### config.mk
export PLATFORM = sky130hd
export DESIGN_NAME = flow_path_load_balancer
export DESIGN_NICKNAME = d
export VERILOG_FILES = /design/src/sv/fplb_pkg.sv /design/src/sv/flow_path_load_balancer.sv /design/src/sv/fplb_flow_table.sv /design/src/sv/fplb_decide.sv
export SDC_FILE = /design/constraint.sdc
export NUM_CORES = 1
export LEC_CHECK = 0
export BUFFER_PORTS_ARGS = -buffer_cell sky130_fd_sc_hd__buf_2
export CORE_MARGIN = 4
export CORE_UTILIZATION = 65
export DETAILED_ROUTE_END_ITERATION = 6
export PLACE_DENSITY = 0.84
export SLEW_MARGIN = 20
export SYNTH_ARGS = -nofsm -noshare
export SYNTH_HDL_FRONTEND = slang
export SYNTH_SLANG_ARGS = --single-unit
export TNS_END_PERCENT = 10
### constraint.sdc
create_clock -name clk -period 22.6 [get_ports clk]
set_input_delay 5.65 -clock clk [delete_from_list [all_inputs] [get_ports clk]]
set_output_delay 5.65 -clock clk [all_outputs]
set_load 0.05 [all_outputs]
### src/sv/fplb_pkg.sv
// Shared constants and types of the flow path load balancer.
package fplb_pkg;

  localparam int unsigned FLOW_ENTRIES = 128;
  localparam int unsigned FLOW_IDX_W   = $clog2(FLOW_ENTRIES);

  localparam int unsigned FLOW_ID_W = 7;
  localparam int unsigned SEQ_W     = 32;
  localparam int unsigned BYTES_W   = 16;
  localparam int unsigned QLEN_W    = 16;
  localparam int unsigned PATH_W    = 3;
  localparam int unsigned CFG_IDX_W = 2;
  localparam int unsigned CFG_DATA_W = 16;

  localparam int unsigned IN_DATA_W  = 112;
  localparam int unsigned OUT_DATA_W = 8;

  // Configuration register indexes
  localparam logic [CFG_IDX_W-1:0] REG_IMBALANCE_THRESHOLD = 2'd0;
  localparam logic [CFG_IDX_W-1:0] REG_NEW_FLOW_MIN_BYTES  = 2'd1;
  localparam logic [CFG_IDX_W-1:0] REG_MAX_PATH            = 2'd2;

  localparam logic [QLEN_W-1:0]  IMBALANCE_THRESHOLD_RST = 16'd3;
  localparam logic [BYTES_W-1:0] NEW_FLOW_MIN_BYTES_RST  = 16'd500;
  localparam logic [PATH_W-1:0]  MAX_PATH_RST            = 3'd2;

  localparam logic [SEQ_W-1:0]  FIRST_SEGMENT_SEQ = 32'd1;
  localparam logic [PATH_W-1:0] PATH_ZERO         = 3'd0;

  typedef struct packed {
    logic [FLOW_ID_W-1:0] flow_id;
    logic [SEQ_W-1:0]     seq_number;
    logic [BYTES_W-1:0]   packet_bytes;
    logic [QLEN_W-1:0]    queue_len_a;
    logic [QLEN_W-1:0]    queue_len_b;
    logic [QLEN_W-1:0]    queue_len_c;
    logic [PATH_W-1:0]    random_path;
  } pkt_t;

  typedef struct packed {
    logic [QLEN_W-1:0]  imbalance_threshold;
    logic [BYTES_W-1:0] new_flow_min_bytes;
    logic [PATH_W-1:0]  max_path;
  } cfg_t;

  typedef struct packed {
    logic [PATH_W-1:0] chosen_path;
    logic              rerouted;
    logic              store;
  } decision_t;

  typedef struct packed {
    logic                  en;
    logic [FLOW_IDX_W-1:0] idx;
    logic [PATH_W-1:0]     path;
  } table_wr_t;

endpackage

### src/sv/flow_path_load_balancer.sv
// Top level of the flow path load balancer: stream ports, config and pipeline.
//
// Usage: one packet descriptor enters per item on the s_axis channel and one
// decision leaves per item on the m_axis channel, in order. The cfg channel
// writes imbalance_threshold (index 0), new_flow_min_bytes (index 1) and
// max_path (index 2); other indexes are dropped. cfg_ready is always high;
// write config only while no item is in flight.
//
// Pipeline: an input register holds the packet while the flow table read
// returns, then the decision is computed and loaded into the output register.
// A result shows on m_axis once the output register is free to take it from
// the input register. Throughput is one item per cycle while m_axis_tready is
// high, set by the table read and write-back in the same cycle, with a
// forwarding path for back-to-back packets of the same flow.
//
// Reset: config returns to 3 / 500 / 2, both stages empty, and all table
// valid bits clear at once so every flow reads path 0; no sweep is needed.
// Stall: when m_axis_tready is low the output register holds, the input
// register fills, and s_axis_tready drops until the receiver takes a result.
module flow_path_load_balancer (
  input  logic                               clk,
  input  logic                               rst,
  // flow_id[6:0], seq_number[38:7], packet_bytes[54:39], queue_len_a[70:55],
  // queue_len_b[86:71], queue_len_c[102:87], random_path[105:103], zero pad
  input  logic [fplb_pkg::IN_DATA_W-1:0]     s_axis_tdata,
  input  logic                               s_axis_tvalid,
  output logic                               s_axis_tready,
  // chosen_path[2:0], rerouted[3], zero pad
  output logic [fplb_pkg::OUT_DATA_W-1:0]    m_axis_tdata,
  output logic                               m_axis_tvalid,
  input  logic                               m_axis_tready,
  input  logic                               cfg_valid,
  output logic                               cfg_ready,
  input  logic [fplb_pkg::CFG_IDX_W-1:0]     cfg_index,
  input  logic [fplb_pkg::CFG_DATA_W-1:0]    cfg_data
);

  fplb_pkg::cfg_t              cfg;
  fplb_pkg::pkt_t              in_pkt;
  fplb_pkg::pkt_t              s1_pkt;
  logic                        s1_valid;
  logic                        s1_advance;
  logic                        accept;
  logic [fplb_pkg::PATH_W-1:0] stored_path;
  fplb_pkg::decision_t         dec;
  fplb_pkg::table_wr_t         tbl_wr;
  logic [fplb_pkg::PATH_W-1:0] out_path;
  logic                        out_rerouted;
  logic                        out_valid;

  // Unpack the input item, first field in the lowest bits
  assign in_pkt.flow_id      = s_axis_tdata[6:0];
  assign in_pkt.seq_number   = s_axis_tdata[38:7];
  assign in_pkt.packet_bytes = s_axis_tdata[54:39];
  assign in_pkt.queue_len_a  = s_axis_tdata[70:55];
  assign in_pkt.queue_len_b  = s_axis_tdata[86:71];
  assign in_pkt.queue_len_c  = s_axis_tdata[102:87];
  assign in_pkt.random_path  = s_axis_tdata[105:103];

  // Config registers
  assign cfg_ready = 1'b1;

  always_ff @(posedge clk) begin
    if (rst) begin
      cfg.imbalance_threshold <= fplb_pkg::IMBALANCE_THRESHOLD_RST;
      cfg.new_flow_min_bytes  <= fplb_pkg::NEW_FLOW_MIN_BYTES_RST;
      cfg.max_path            <= fplb_pkg::MAX_PATH_RST;
    end else if (cfg_valid && cfg_ready) begin
      case (cfg_index)
        fplb_pkg::REG_IMBALANCE_THRESHOLD: cfg.imbalance_threshold <= cfg_data;
        fplb_pkg::REG_NEW_FLOW_MIN_BYTES:  cfg.new_flow_min_bytes  <= cfg_data;
        fplb_pkg::REG_MAX_PATH: cfg.max_path <= cfg_data[fplb_pkg::PATH_W-1:0];
        default: ;
      endcase
    end
  end

  // Handshake: advance the input stage when the output register is free
  assign s1_advance    = s1_valid && (!out_valid || m_axis_tready);
  assign s_axis_tready = !s1_valid || s1_advance;
  assign accept        = s_axis_tvalid && s_axis_tready;

  always_ff @(posedge clk) begin
    if (rst) begin
      s1_valid <= 1'b0;
    end else if (s_axis_tready) begin
      s1_valid <= s_axis_tvalid;
    end
  end

  always_ff @(posedge clk) begin
    if (accept) begin
      s1_pkt <= in_pkt;
    end
  end

  // Write back the decided path only when the item leaves the input stage
  assign tbl_wr.en   = s1_advance && dec.store;
  assign tbl_wr.idx  = s1_pkt.flow_id[fplb_pkg::FLOW_IDX_W-1:0];
  assign tbl_wr.path = dec.chosen_path;

  fplb_flow_table u_table (
    .clk         (clk),
    .rst         (rst),
    .rd_en       (accept),
    .rd_idx      (in_pkt.flow_id[fplb_pkg::FLOW_IDX_W-1:0]),
    .wr          (tbl_wr),
    .stored_path (stored_path)
  );

  fplb_decide u_decide (
    .pkt         (s1_pkt),
    .cfg         (cfg),
    .stored_path (stored_path),
    .dec         (dec)
  );

  // Output register: hold while the receiver stalls
  always_ff @(posedge clk) begin
    if (rst) begin
      out_valid <= 1'b0;
    end else if (!out_valid || m_axis_tready) begin
      out_valid <= s1_valid;
    end
  end

  always_ff @(posedge clk) begin
    if (s1_advance) begin
      out_path     <= dec.chosen_path;
      out_rerouted <= dec.rerouted;
    end
  end

  assign m_axis_tvalid = out_valid;
  assign m_axis_tdata  = {4'b0000, out_rerouted, out_path};

endmodule

### src/sv/fplb_flow_table.sv
// Flow-to-path memory with per-entry valid bits and write-to-read forwarding.
module fplb_flow_table (
  input  logic                            clk,
  input  logic                            rst,
  input  logic                            rd_en,
  input  logic [fplb_pkg::FLOW_IDX_W-1:0] rd_idx,
  input  fplb_pkg::table_wr_t             wr,
  output logic [fplb_pkg::PATH_W-1:0]     stored_path
);

  logic [fplb_pkg::PATH_W-1:0]     mem [fplb_pkg::FLOW_ENTRIES];
  logic [fplb_pkg::FLOW_ENTRIES-1:0] valid;
  logic [fplb_pkg::PATH_W-1:0]     rd_data;
  logic                            rd_valid;
  logic                            fwd;
  logic [fplb_pkg::PATH_W-1:0]     fwd_path;

  always_ff @(posedge clk) begin
    if (wr.en) begin
      mem[wr.idx] <= wr.path;
    end
    if (rd_en) begin
      rd_data  <= mem[rd_idx];
      fwd_path <= wr.path;
    end
  end

  always_ff @(posedge clk) begin
    if (rst) begin
      valid    <= '0;
      rd_valid <= 1'b0;
      fwd      <= 1'b0;
    end else begin
      if (wr.en) begin
        valid[wr.idx] <= 1'b1;
      end
      if (rd_en) begin
        rd_valid <= valid[rd_idx];
        // catch a write landing on the same entry at the read edge
        fwd      <= wr.en && (wr.idx == rd_idx);
      end
    end
  end

  assign stored_path = fwd      ? fwd_path :
                       rd_valid ? rd_data  : fplb_pkg::PATH_ZERO;

endmodule

### src/sv/fplb_decide.sv
// Path decision: first-segment draw, stored path reuse and imbalance reroute.
module fplb_decide (
  input  fplb_pkg::pkt_t              pkt,
  input  fplb_pkg::cfg_t              cfg,
  input  logic [fplb_pkg::PATH_W-1:0] stored_path,
  output fplb_pkg::decision_t         dec
);

  logic                          new_flow;
  logic [fplb_pkg::PATH_W-1:0]   draw;
  logic [fplb_pkg::PATH_W-1:0]   base_path;
  logic [fplb_pkg::QLEN_W-1:0]   lo_ab;
  logic [fplb_pkg::PATH_W-1:0]   lo_ab_idx;
  logic [fplb_pkg::QLEN_W-1:0]   lo_len;
  logic [fplb_pkg::PATH_W-1:0]   lo_idx;
  logic [fplb_pkg::QLEN_W-1:0]   hi_ab;
  logic [fplb_pkg::QLEN_W-1:0]   hi_len;
  logic [fplb_pkg::QLEN_W-1:0]   spread;
  logic                          move;

  always_comb begin
    new_flow  = (pkt.seq_number == fplb_pkg::FIRST_SEGMENT_SEQ) &&
                (pkt.packet_bytes > cfg.new_flow_min_bytes);
    draw      = (pkt.random_path > cfg.max_path) ? cfg.max_path : pkt.random_path;
    base_path = new_flow ? draw : stored_path;

    // lower index wins ties: replace only on strict compare
    if (pkt.queue_len_b < pkt.queue_len_a) begin
      lo_ab     = pkt.queue_len_b;
      lo_ab_idx = 3'd1;
    end else begin
      lo_ab     = pkt.queue_len_a;
      lo_ab_idx = 3'd0;
    end
    if (pkt.queue_len_c < lo_ab) begin
      lo_len = pkt.queue_len_c;
      lo_idx = 3'd2;
    end else begin
      lo_len = lo_ab;
      lo_idx = lo_ab_idx;
    end
    hi_ab  = (pkt.queue_len_b > pkt.queue_len_a) ? pkt.queue_len_b : pkt.queue_len_a;
    hi_len = (pkt.queue_len_c > hi_ab) ? pkt.queue_len_c : hi_ab;

    spread = hi_len - lo_len;
    move   = spread > cfg.imbalance_threshold;

    dec.chosen_path = move ? lo_idx : base_path;
    dec.rerouted    = move;
    dec.store       = move || new_flow;
  end

endmodule
==> impl_metrics.json, run 1 <==
{
  "syn_inst": 2022,
  "placement.io_buffers": 134,
  "fin_worst_skew_ns": 0.0285,
  "worst_case_hold_path_end_point": "cfg[17]",
  "cts_tree": "built",
  "met3_usage_grt_pct": 6.36,
  "syn_area_um2": 29300,
  "cts.htree.levels": 3,
  "cp_top_family": "simple AND/OR/NAND/NOR gates",
  "insertion_delay_ns": 0.61,
  "dieArea_um2": 48600,
  "synth_warn": 0,
  "critPathArrivalTime_ns": 6.31,
  "design.core.area_um2": 44400,
  "detail_route.wl_per_cell_um": 25.9,
  "drc": 0,
  "worst-slew-pin-transition_ns": 1.15,
  "postCtsHoldBufs": 0,
  "grt.overflow.total": 0,
  "num-nets-final": 2337,
  "post_cts_resize_count": 0,
  "run_status": "completed",
  "sw_frac_of_total_pct": 30.5,
  "share_of_cells_above_drive_strength_1_pct": 20.9,
  "critical_path_max_stage_delay_ns": 0.23,
  "critical_register_to_register_path_startpoint": "s1_pkt[26]",
  "synth.area.mux_share_pct": 13.9,
  "min_period_over_period_pct": 52.9,
  "drt_total_wl_um": 71300,
  "synth.ff_latch_count": 667,
  "finalSetupViolCount": 0,
  "grt_antenna_before_repair": 0,
  "final_antenna_violating_net_count": 0,
  "synth-adder-area-share_pct": 4.20,
  "synth_cell_types": 66,
  "cts_inserted_buffers": 68,
  "cp.required_ns": 16.95,
  "vdd.ir_drop.worst_mv": 0.240,
  "grtUsageMet1_pct": 37.1,
  "initial_utilization_pct": 66.1,
  "area_growth_pct": 11.1,
  "num_vias": 18500,
  "comb_power_share_pct": 21.3,
  "path_common_cell": "sky130_fd_sc_hd__buf_2",
  "routabilityCongestion": 0.925,
  "ctsRootBufferMaster": "sky130_fd_sc_hd__clkbuf_16",
  "floorplan.io_pins": 146,
  "drt-pass1-iter-count": 6,
  "viasPerCell": 6.72,
  "yosys_most_used_dff": "sky130_fd_sc_hd__edfxtp_1",
  "final-hold-violation-count": 0,
  "cell_internal_pwr_mw": 2.28,
  "postSynth.asyncResetShare_pct": 0,
  "final_area_um2": 32600,
  "via_count_of_the_first_global_routing_pass": 19000,
  "worstRegToRegCells": 33,
  "hold_depth": 2,
  "dp.final_hpwl_um": 41600,
  "synth-edff-count": 500,
  "synth_simple_gate_area_share_pct": 6.31,
  "num_rows": 77,
  "leakage_nw": 10.9,
  "aggregate_negative_setup_slack_ns": 0,
  "fillers": 2554,
  "detail_route.iter0.violations": 2337,
  "grt-busiest-layer": "met2",
  "cp-end-kind": "primary output",
  "placedInstanceArea_um2": 30400,
  "antenna_diode_count": 0,
  "grt_first_pass_wirelength_um": 109000,
  "clock_pin_transition_on_the_worst_setup_and_hold_timing_paths_ns": 0.06,
  "grtUsageMet2_pct": 49.9,
  "timing.fmax_ghz": 0.0836,
  "slew_headroom_pct": 23.3,
  "cts-root-to-sink-buffers": 3,
  "pre_cts_worst_setup_slack_ns": 10.66,
  "final_max_slew_viol_count": 0,
  "cts_sinks": 667,
  "synthesis.area_per_instance_um2": 14.5,
  "post-cts-setup-buffer-count": 0,
  "hold_path_startpoint": "cfg[17]",
  "cap_viol_max_count": 0,
  "timing.rr.end": "u_table.mem[121][1]",
  "crit_path_max_fanout": 4,
  "register_to_register_setup_slack_ns": 11.80,
  "gr-usage-all-layers_pct": 29.7,
  "hold_path_class": "flop to flop",
  "power_per_cell_area_nw_per_um2": 101,
  "chipHeight_um": 220,
  "area_fraction_in_compound_gates_after_synthesis_pct": 7.85,
  "synth_seq_area_share_pct": 62.6,
  "die_w_um": 220,
  "synth-xor-area-share_pct": 0.627,
  "setup_ws_ns": 10.64,
  "critical_path.n_buffers_inverters": 2,
  "rsz0062_at_grt": "false",
  "grt_start_max_net_pins": 194,
  "timing.final.crit_period_ns": 11.96,
  "main_combinational_cell_family_by_area_after_synthesis": "multiplexers",
  "worst-setup-path-type": "primary input to primary output",
  "path_cells": "buf_2, nor2b_1, nand2_1, buf_2",
  "startpoint_type": "primary input",
  "power_frac_clock_pct": 33.8,
  "seq_power_share_pct": 44.9,
  "cp_slowest_cell": "sky130_fd_sc_hd__nor2b_1",
  "switchingPower_mw": 1.00
}
[per-layer routing]
layer	up-vias	routed length [um]
met5	-	0
met4	0	3760
met3	272	6300
met2	1075	36100
met1	9169	25200
li1	7980	-
[layout make-up]
class,count,area (um^2),share of cell area (%)
clock buffers,94,1920,5.90
flip-flops and latches,667,18400,56.3
multi-input cells,1026,9740,29.9
clock inverters,32,279,0.856
repair buffers,155,862,2.64
inverters,186,701,2.15
well taps,592,741,2.27
[Yosys cell counts, types with 3 or more instances]
| cell | n | share of area, % |
|---|---|---|
| sky130_fd_sc_hd__a221oi_1 | 4 | 0.12 |
| sky130_fd_sc_hd__inv_1 | 186 | 2.4 |
| sky130_fd_sc_hd__buf_2 | 41 | 0.70 |
| sky130_fd_sc_hd__or3_1 | 4 | 0.085 |
| sky130_fd_sc_hd__mux4_2 | 168 | 13 |
| sky130_fd_sc_hd__and4_1 | 3 | 0.090 |
| sky130_fd_sc_hd__buf_4 | 6 | 0.15 |
| sky130_fd_sc_hd__dfxtp_1 | 167 | 11 |
| sky130_fd_sc_hd__xnor2_1 | 17 | 0.51 |
| sky130_fd_sc_hd__ha_1 | 97 | 4.1 |
| sky130_fd_sc_hd__a211oi_1 | 7 | 0.18 |
| sky130_fd_sc_hd__a21oi_1 | 78 | 1.3 |
| sky130_fd_sc_hd__nand2_1 | 107 | 1.4 |
| sky130_fd_sc_hd__o21a_1 | 12 | 0.31 |
| sky130_fd_sc_hd__nor2_1 | 127 | 1.6 |
| sky130_fd_sc_hd__clkbuf_1 | 89 | 1.1 |
| sky130_fd_sc_hd__nor2b_1 | 17 | 0.36 |
| sky130_fd_sc_hd__a211o_1 | 8 | 0.24 |
| sky130_fd_sc_hd__mux2_2 | 6 | 0.23 |
| sky130_fd_sc_hd__a21o_1 | 9 | 0.23 |
| sky130_fd_sc_hd__o21ai_0 | 33 | 0.56 |
| sky130_fd_sc_hd__or2_2 | 3 | 0.064 |
| sky130_fd_sc_hd__and3_1 | 3 | 0.064 |
| sky130_fd_sc_hd__o211ai_2 | 3 | 0.13 |
| sky130_fd_sc_hd__xor2_1 | 4 | 0.12 |
| sky130_fd_sc_hd__nor4_1 | 56 | 1.2 |
| sky130_fd_sc_hd__nor3_1 | 26 | 0.44 |
| sky130_fd_sc_hd__nand3b_1 | 4 | 0.10 |
| sky130_fd_sc_hd__nand4_1 | 16 | 0.34 |
| sky130_fd_sc_hd__mux2i_1 | 23 | 0.78 |
| sky130_fd_sc_hd__nor3b_1 | 3 | 0.077 |
| sky130_fd_sc_hd__nand3_1 | 12 | 0.20 |
| sky130_fd_sc_hd__nand2b_1 | 7 | 0.15 |
| sky130_fd_sc_hd__buf_1 | 9 | 0.12 |
| sky130_fd_sc_hd__edfxtp_1 | 500 | 51 |
| sky130_fd_sc_hd__o32ai_1 | 128 | 3.8 |
[worst min-delay path: stages, from the launching register on]
cell and delay (ns):
sky130_fd_sc_hd__dfxtp_1 0.31, sky130_fd_sc_hd__nand2_1 0.05, sky130_fd_sc_hd__a21oi_1 0.05
[power groups by stage]
stage / sequential, mW / clock, mW / combinational [mW]
2_1_floorplan: 1.53 / 0 / 0.479
3_3_place_gp: 1.50 / 0 / 0.658
3_5_place_dp: 1.50 / 0 / 0.684
4_1_cts: 1.48 / 1.12 / 0.690
5_1_grt: 1.48 / 1.18 / 0.753
6_report: 1.47 / 1.11 / 0.700
[flip-flops by register name (all words and copies together) (netlist names), 3 cells and up]
name,flops
u_table.mem,384
u_table.valid,128
s1_pkt,106
cfg,35
out_path,3
u_table.fwd_path,3
u_table.rd_data,3
[kinds of logic (layout without fill, tap and decap cells)]
family | Yosys count | after routing
AND/OR/NAND/NOR | 393 | 393
multiplexers | 197 | 197
other | 2 | 5
buffers and inverters | 332 | 467
XOR/XNOR | 21 | 21
adder cells (fa/ha/maj) | 98 | 98
flip-flops | 667 | 667
AO/OA/AOI/OAI | 312 | 312
[worst max path at each step]
| stage | slack (ns) | start | depth (start not counted) | to |
|---|---|---|---|---|
| after floorplan | 8.81 | s1_pkt[34] | 35 | out_path[0] |
| after global placement | 10.69 | m_axis_tready | 4 | s_axis_tready |
| after detailed placement | 10.66 | m_axis_tready | 4 | s_axis_tready |
| after CTS | 10.65 | m_axis_tready | 4 | s_axis_tready |
| after global routing | 10.61 | m_axis_tready | 4 | s_axis_tready |
| final | 10.64 | m_axis_tready | 4 | s_axis_tready |
[cells in the final DEF (no fill, tap or decap), types with 5 or more instances in the layout]
| cell | count |
|---|---|
| sky130_fd_sc_hd__clkbuf_1 | 18 |
| sky130_fd_sc_hd__clkbuf_8 | 5 |
| sky130_fd_sc_hd__edfxtp_1 | 500 |
| sky130_fd_sc_hd__mux2i_1 | 22 |
| sky130_fd_sc_hd__clkinv_2 | 10 |
| sky130_fd_sc_hd__a21oi_1 | 78 |
| sky130_fd_sc_hd__nor2b_1 | 16 |
| sky130_fd_sc_hd__mux4_2 | 168 |
| sky130_fd_sc_hd__nor4_1 | 56 |
| sky130_fd_sc_hd__clkbuf_16 | 72 |
| sky130_fd_sc_hd__nand2_1 | 107 |
| sky130_fd_sc_hd__nand2b_1 | 7 |
| sky130_fd_sc_hd__xnor2_1 | 17 |
| sky130_fd_sc_hd__a211oi_1 | 6 |
| sky130_fd_sc_hd__nor2_1 | 126 |
| sky130_fd_sc_hd__nor3_1 | 25 |
| sky130_fd_sc_hd__inv_1 | 185 |
| sky130_fd_sc_hd__o21a_1 | 12 |
| sky130_fd_sc_hd__nand3_1 | 12 |
| sky130_fd_sc_hd__conb_1 | 5 |
| sky130_fd_sc_hd__nand4_1 | 16 |
| sky130_fd_sc_hd__buf_2 | 131 |
| sky130_fd_sc_hd__clkinvlp_4 | 5 |
| sky130_fd_sc_hd__mux2_2 | 6 |
| sky130_fd_sc_hd__a21o_1 | 9 |
| sky130_fd_sc_hd__ha_1 | 97 |
| sky130_fd_sc_hd__dfxtp_1 | 167 |
| sky130_fd_sc_hd__buf_4 | 20 |
| sky130_fd_sc_hd__a211o_1 | 8 |
| sky130_fd_sc_hd__clkinv_1 | 8 |
| sky130_fd_sc_hd__o21ai_0 | 33 |
| sky130_fd_sc_hd__o32ai_1 | 128 |
[through the flow]
| step | power [mW] | cells | utilization, % | hold slack, ns |
|---|---|---|---|---|
| after floorplan | 2.01 | 2025 | - | 0.431 |
| after global placement | 2.16 | 2626 | 68.4 | 0.438 |
| after detailed placement | 2.18 | 2626 | 68.4 | 0.445 |
| after CTS | 3.28 | 2752 | 73.4 | 0.453 |
| after global routing | 3.41 | 2752 | 73.4 | 0.473 |
| final | 3.28 | 2752 | 73.4 | 0.455 |
Note: power is estimated with default switching activity, not from simulation.
==> run 2: changes to the inputs <==
--- a/config.mk
+++ b/config.mk
@@ -7,9 +7,9 @@
 export LEC_CHECK = 0
 export BUFFER_PORTS_ARGS = -buffer_cell sky130_fd_sc_hd__buf_2
 export CORE_MARGIN = 4
-export CORE_UTILIZATION = 65
+export CORE_UTILIZATION = 61
 export DETAILED_ROUTE_END_ITERATION = 6
-export PLACE_DENSITY = 0.84
+export PLACE_DENSITY = 0.79
 export SLEW_MARGIN = 20
 export SYNTH_ARGS = -nofsm -noshare
 export SYNTH_HDL_FRONTEND = slang
==> constraint.sdc (replaced) <==
create_clock -name clk -period 12.09 [get_ports clk]
set_input_delay 3.0225 -clock clk [delete_from_list [all_inputs] [get_ports clk]]
set_output_delay 3.0225 -clock clk [all_outputs]
set_load 0.05 [all_outputs]
==> impl_metrics.json, run 2 (synthesis results as in run 1) <==
{
  "placement.io_buffers": 134,
  "critPathArrivalTime_ns": 10.42,
  "hold_depth": 2,
  "worst-setup-path-type": "flop to flop",
  "detail_route.iter0.violations": 2067,
  "routabilityCongestion": 0.893,
  "die_w_um": 227,
  "final_max_slew_viol_count": 0,
  "post-cts-setup-buffer-count": 0,
  "design.core.area_um2": 47600,
  "final_antenna_violating_net_count": 0,
  "largest_register": "u_table.mem",
  "power_per_cell_area_nw_per_um2": 186,
  "run_status": "completed",
  "cts-root-to-sink-buffers": 3,
  "dp.final_hpwl_um": 41700,
  "gr-usage-all-layers_pct": 26.6,
  "timing.fmax_ghz": 0.100,
  "area_growth_pct": 11.0,
  "postCtsHoldBufs": 0,
  "rsz0062_at_grt": "false",
  "hold_ws_ns": 0.452,
  "final-hold-violation-count": 0,
  "crit_path_max_fanout": 89,
  "vdd.ir_drop.worst_mv": 0.234,
  "num-nets-final": 2338,
  "dieArea_um2": 51700,
  "initial_utilization_pct": 61.6,
  "ctsRootBufferMaster": "sky130_fd_sc_hd__clkbuf_16",
  "insertion_delay_ns": 0.61,
  "mostFrequentLayoutCell": "sky130_fd_sc_hd__edfxtp_1",
  "finalSetupViolCount": 0,
  "cts_inserted_buffers": 66,
  "share_of_cells_above_drive_strength_1_pct": 20.6,
  "cp-end-kind": "flop",
  "min_period_over_period_pct": 82.5,
  "worst-slew-pin-transition_ns": 1.09,
  "fin_worst_skew_ns": 0.0236,
  "worstRegToRegCells": 35,
  "cts_tree": "built",
  "num_vias": 18200,
  "floorplan.io_pins": 146,
  "detail_route.wl_per_cell_um": 24.6,
  "drc": 0,
  "num_rows": 80,
  "chipHeight_um": 227,
  "timing.final.crit_period_ns": 9.98,
  "post_cts_resize_count": 0,
  "grt.overflow.total": 0,
  "critical_path_max_stage_delay_ns": 0.78,
  "leakage_nw": 10.9,
  "placedInstanceArea_um2": 30400,
  "cts_sinks": 667,
  "slew_headroom_pct": 27.2,
  "cts.htree.levels": 3,
  "final_area_um2": 32600,
  "clock_pin_transition_on_the_worst_setup_and_hold_timing_paths_ns": 0.06,
  "drt_total_wl_um": 68200,
  "cap_viol_max_count": 0,
  "aggregate_negative_setup_slack_ns": 0,
  "reg.largest.list": "u_table.mem x384, u_table.valid x128, s1_pkt x106",
  "final_cell_mix": "sky130_fd_sc_hd__edfxtp_1, sky130_fd_sc_hd__inv_1, sky130_fd_sc_hd__mux4_2, sky130_fd_sc_hd__dfxtp_1, sky130_fd_sc_hd__buf_2",
  "via_count_of_the_first_global_routing_pass": 18400,
  "fillers": 3043,
  "cp_slowest_cell": "sky130_fd_sc_hd__buf_4",
  "finalPower_mw": 6.06,
  "grt_antenna_before_repair": 0,
  "grt_first_pass_wirelength_um": 105000,
  "startpoint_type": "flop",
  "cp.required_ns": 12.54,
  "viasPerCell": 6.56,
  "hold_path_class": "flop to flop",
  "drt-pass1-iter-count": 6,
  "antenna_diode_count": 0,
  "largest_register_ff_count": 384,
  "grt_start_max_net_pins": 131
}
[run 2: cell count changes in the layout (fill, tap and decap cells not counted), moves of 2 or more]
| cell | delta |
|---|---|
| sky130_fd_sc_hd__buf_4 | +4 |
| sky130_fd_sc_hd__buf_6 | -2 |
| sky130_fd_sc_hd__bufinv_16 | -2 |
| sky130_fd_sc_hd__clkinv_1 | +4 |
| sky130_fd_sc_hd__clkinv_2 | -4 |
| sky130_fd_sc_hd__clkinvlp_4 | -4 |
[run 2: metrics by stage]
step | setup slack [ns] | utilization, % | std cells
after floorplan | -1.67 | - | 2025
after global placement | 2.22 | 63.9 | 2651
after detailed placement | 1.99 | 63.9 | 2651
after CTS | 1.94 | 68.3 | 2771
after global routing | 1.61 | 68.4 | 2772
final | 2.11 | 68.4 | 2772
[run 2: power breakdown]
part           internal, mW  switching (mW)
clock                  1.13           0.854
sequential             2.73          0.0230
combinational         0.351           0.974
[run 2: worst paths after layout]
path | startpoint | slack (ns) | endpoint
worst max-delay path | s1_pkt[26] | 2.11 | u_table.valid[117]
worst min-delay path | u_table.valid[108] | 0.45 | u_table.valid[108]
worst max register to register | s1_pkt[26] | 2.11 | u_table.valid[117]
worst min register to register | u_table.valid[108] | 0.45 | u_table.valid[108]
[run 2: worst max-delay path: cells and delay by family, from the launching register on]
family,cells,cell delay (ns)
buf+inv,4,1.45
simple gates,7,1.38
compound gates,17,4.41
fa+ha+maj,5,1.55
flops,1,0.44
xor+xnor,1,0.14
mux,1,0.34
[run 2: per-layer routing]
layer | GRT usage, % | up-vias | part of all wire [%]
met4 | 8.53 | 0 | 3.1
met5 | 0 | - | 0
met1 | 34.9 | 9114 | 38
li1 | - | 7985 | -
met2 | 45.5 | 929 | 51
met3 | 5.07 | 155 | 8.4
[run 2: layout make-up]
type	count	area, um^2	area share, %
sequential	667	18400	56.4
tap	615	769	2.36
multi-input combinational	1026	9740	29.9
inverter	186	701	2.15
clock buffer	94	1910	5.88
clock inverter	26	185	0.569
timing repair buffer	158	897	2.75
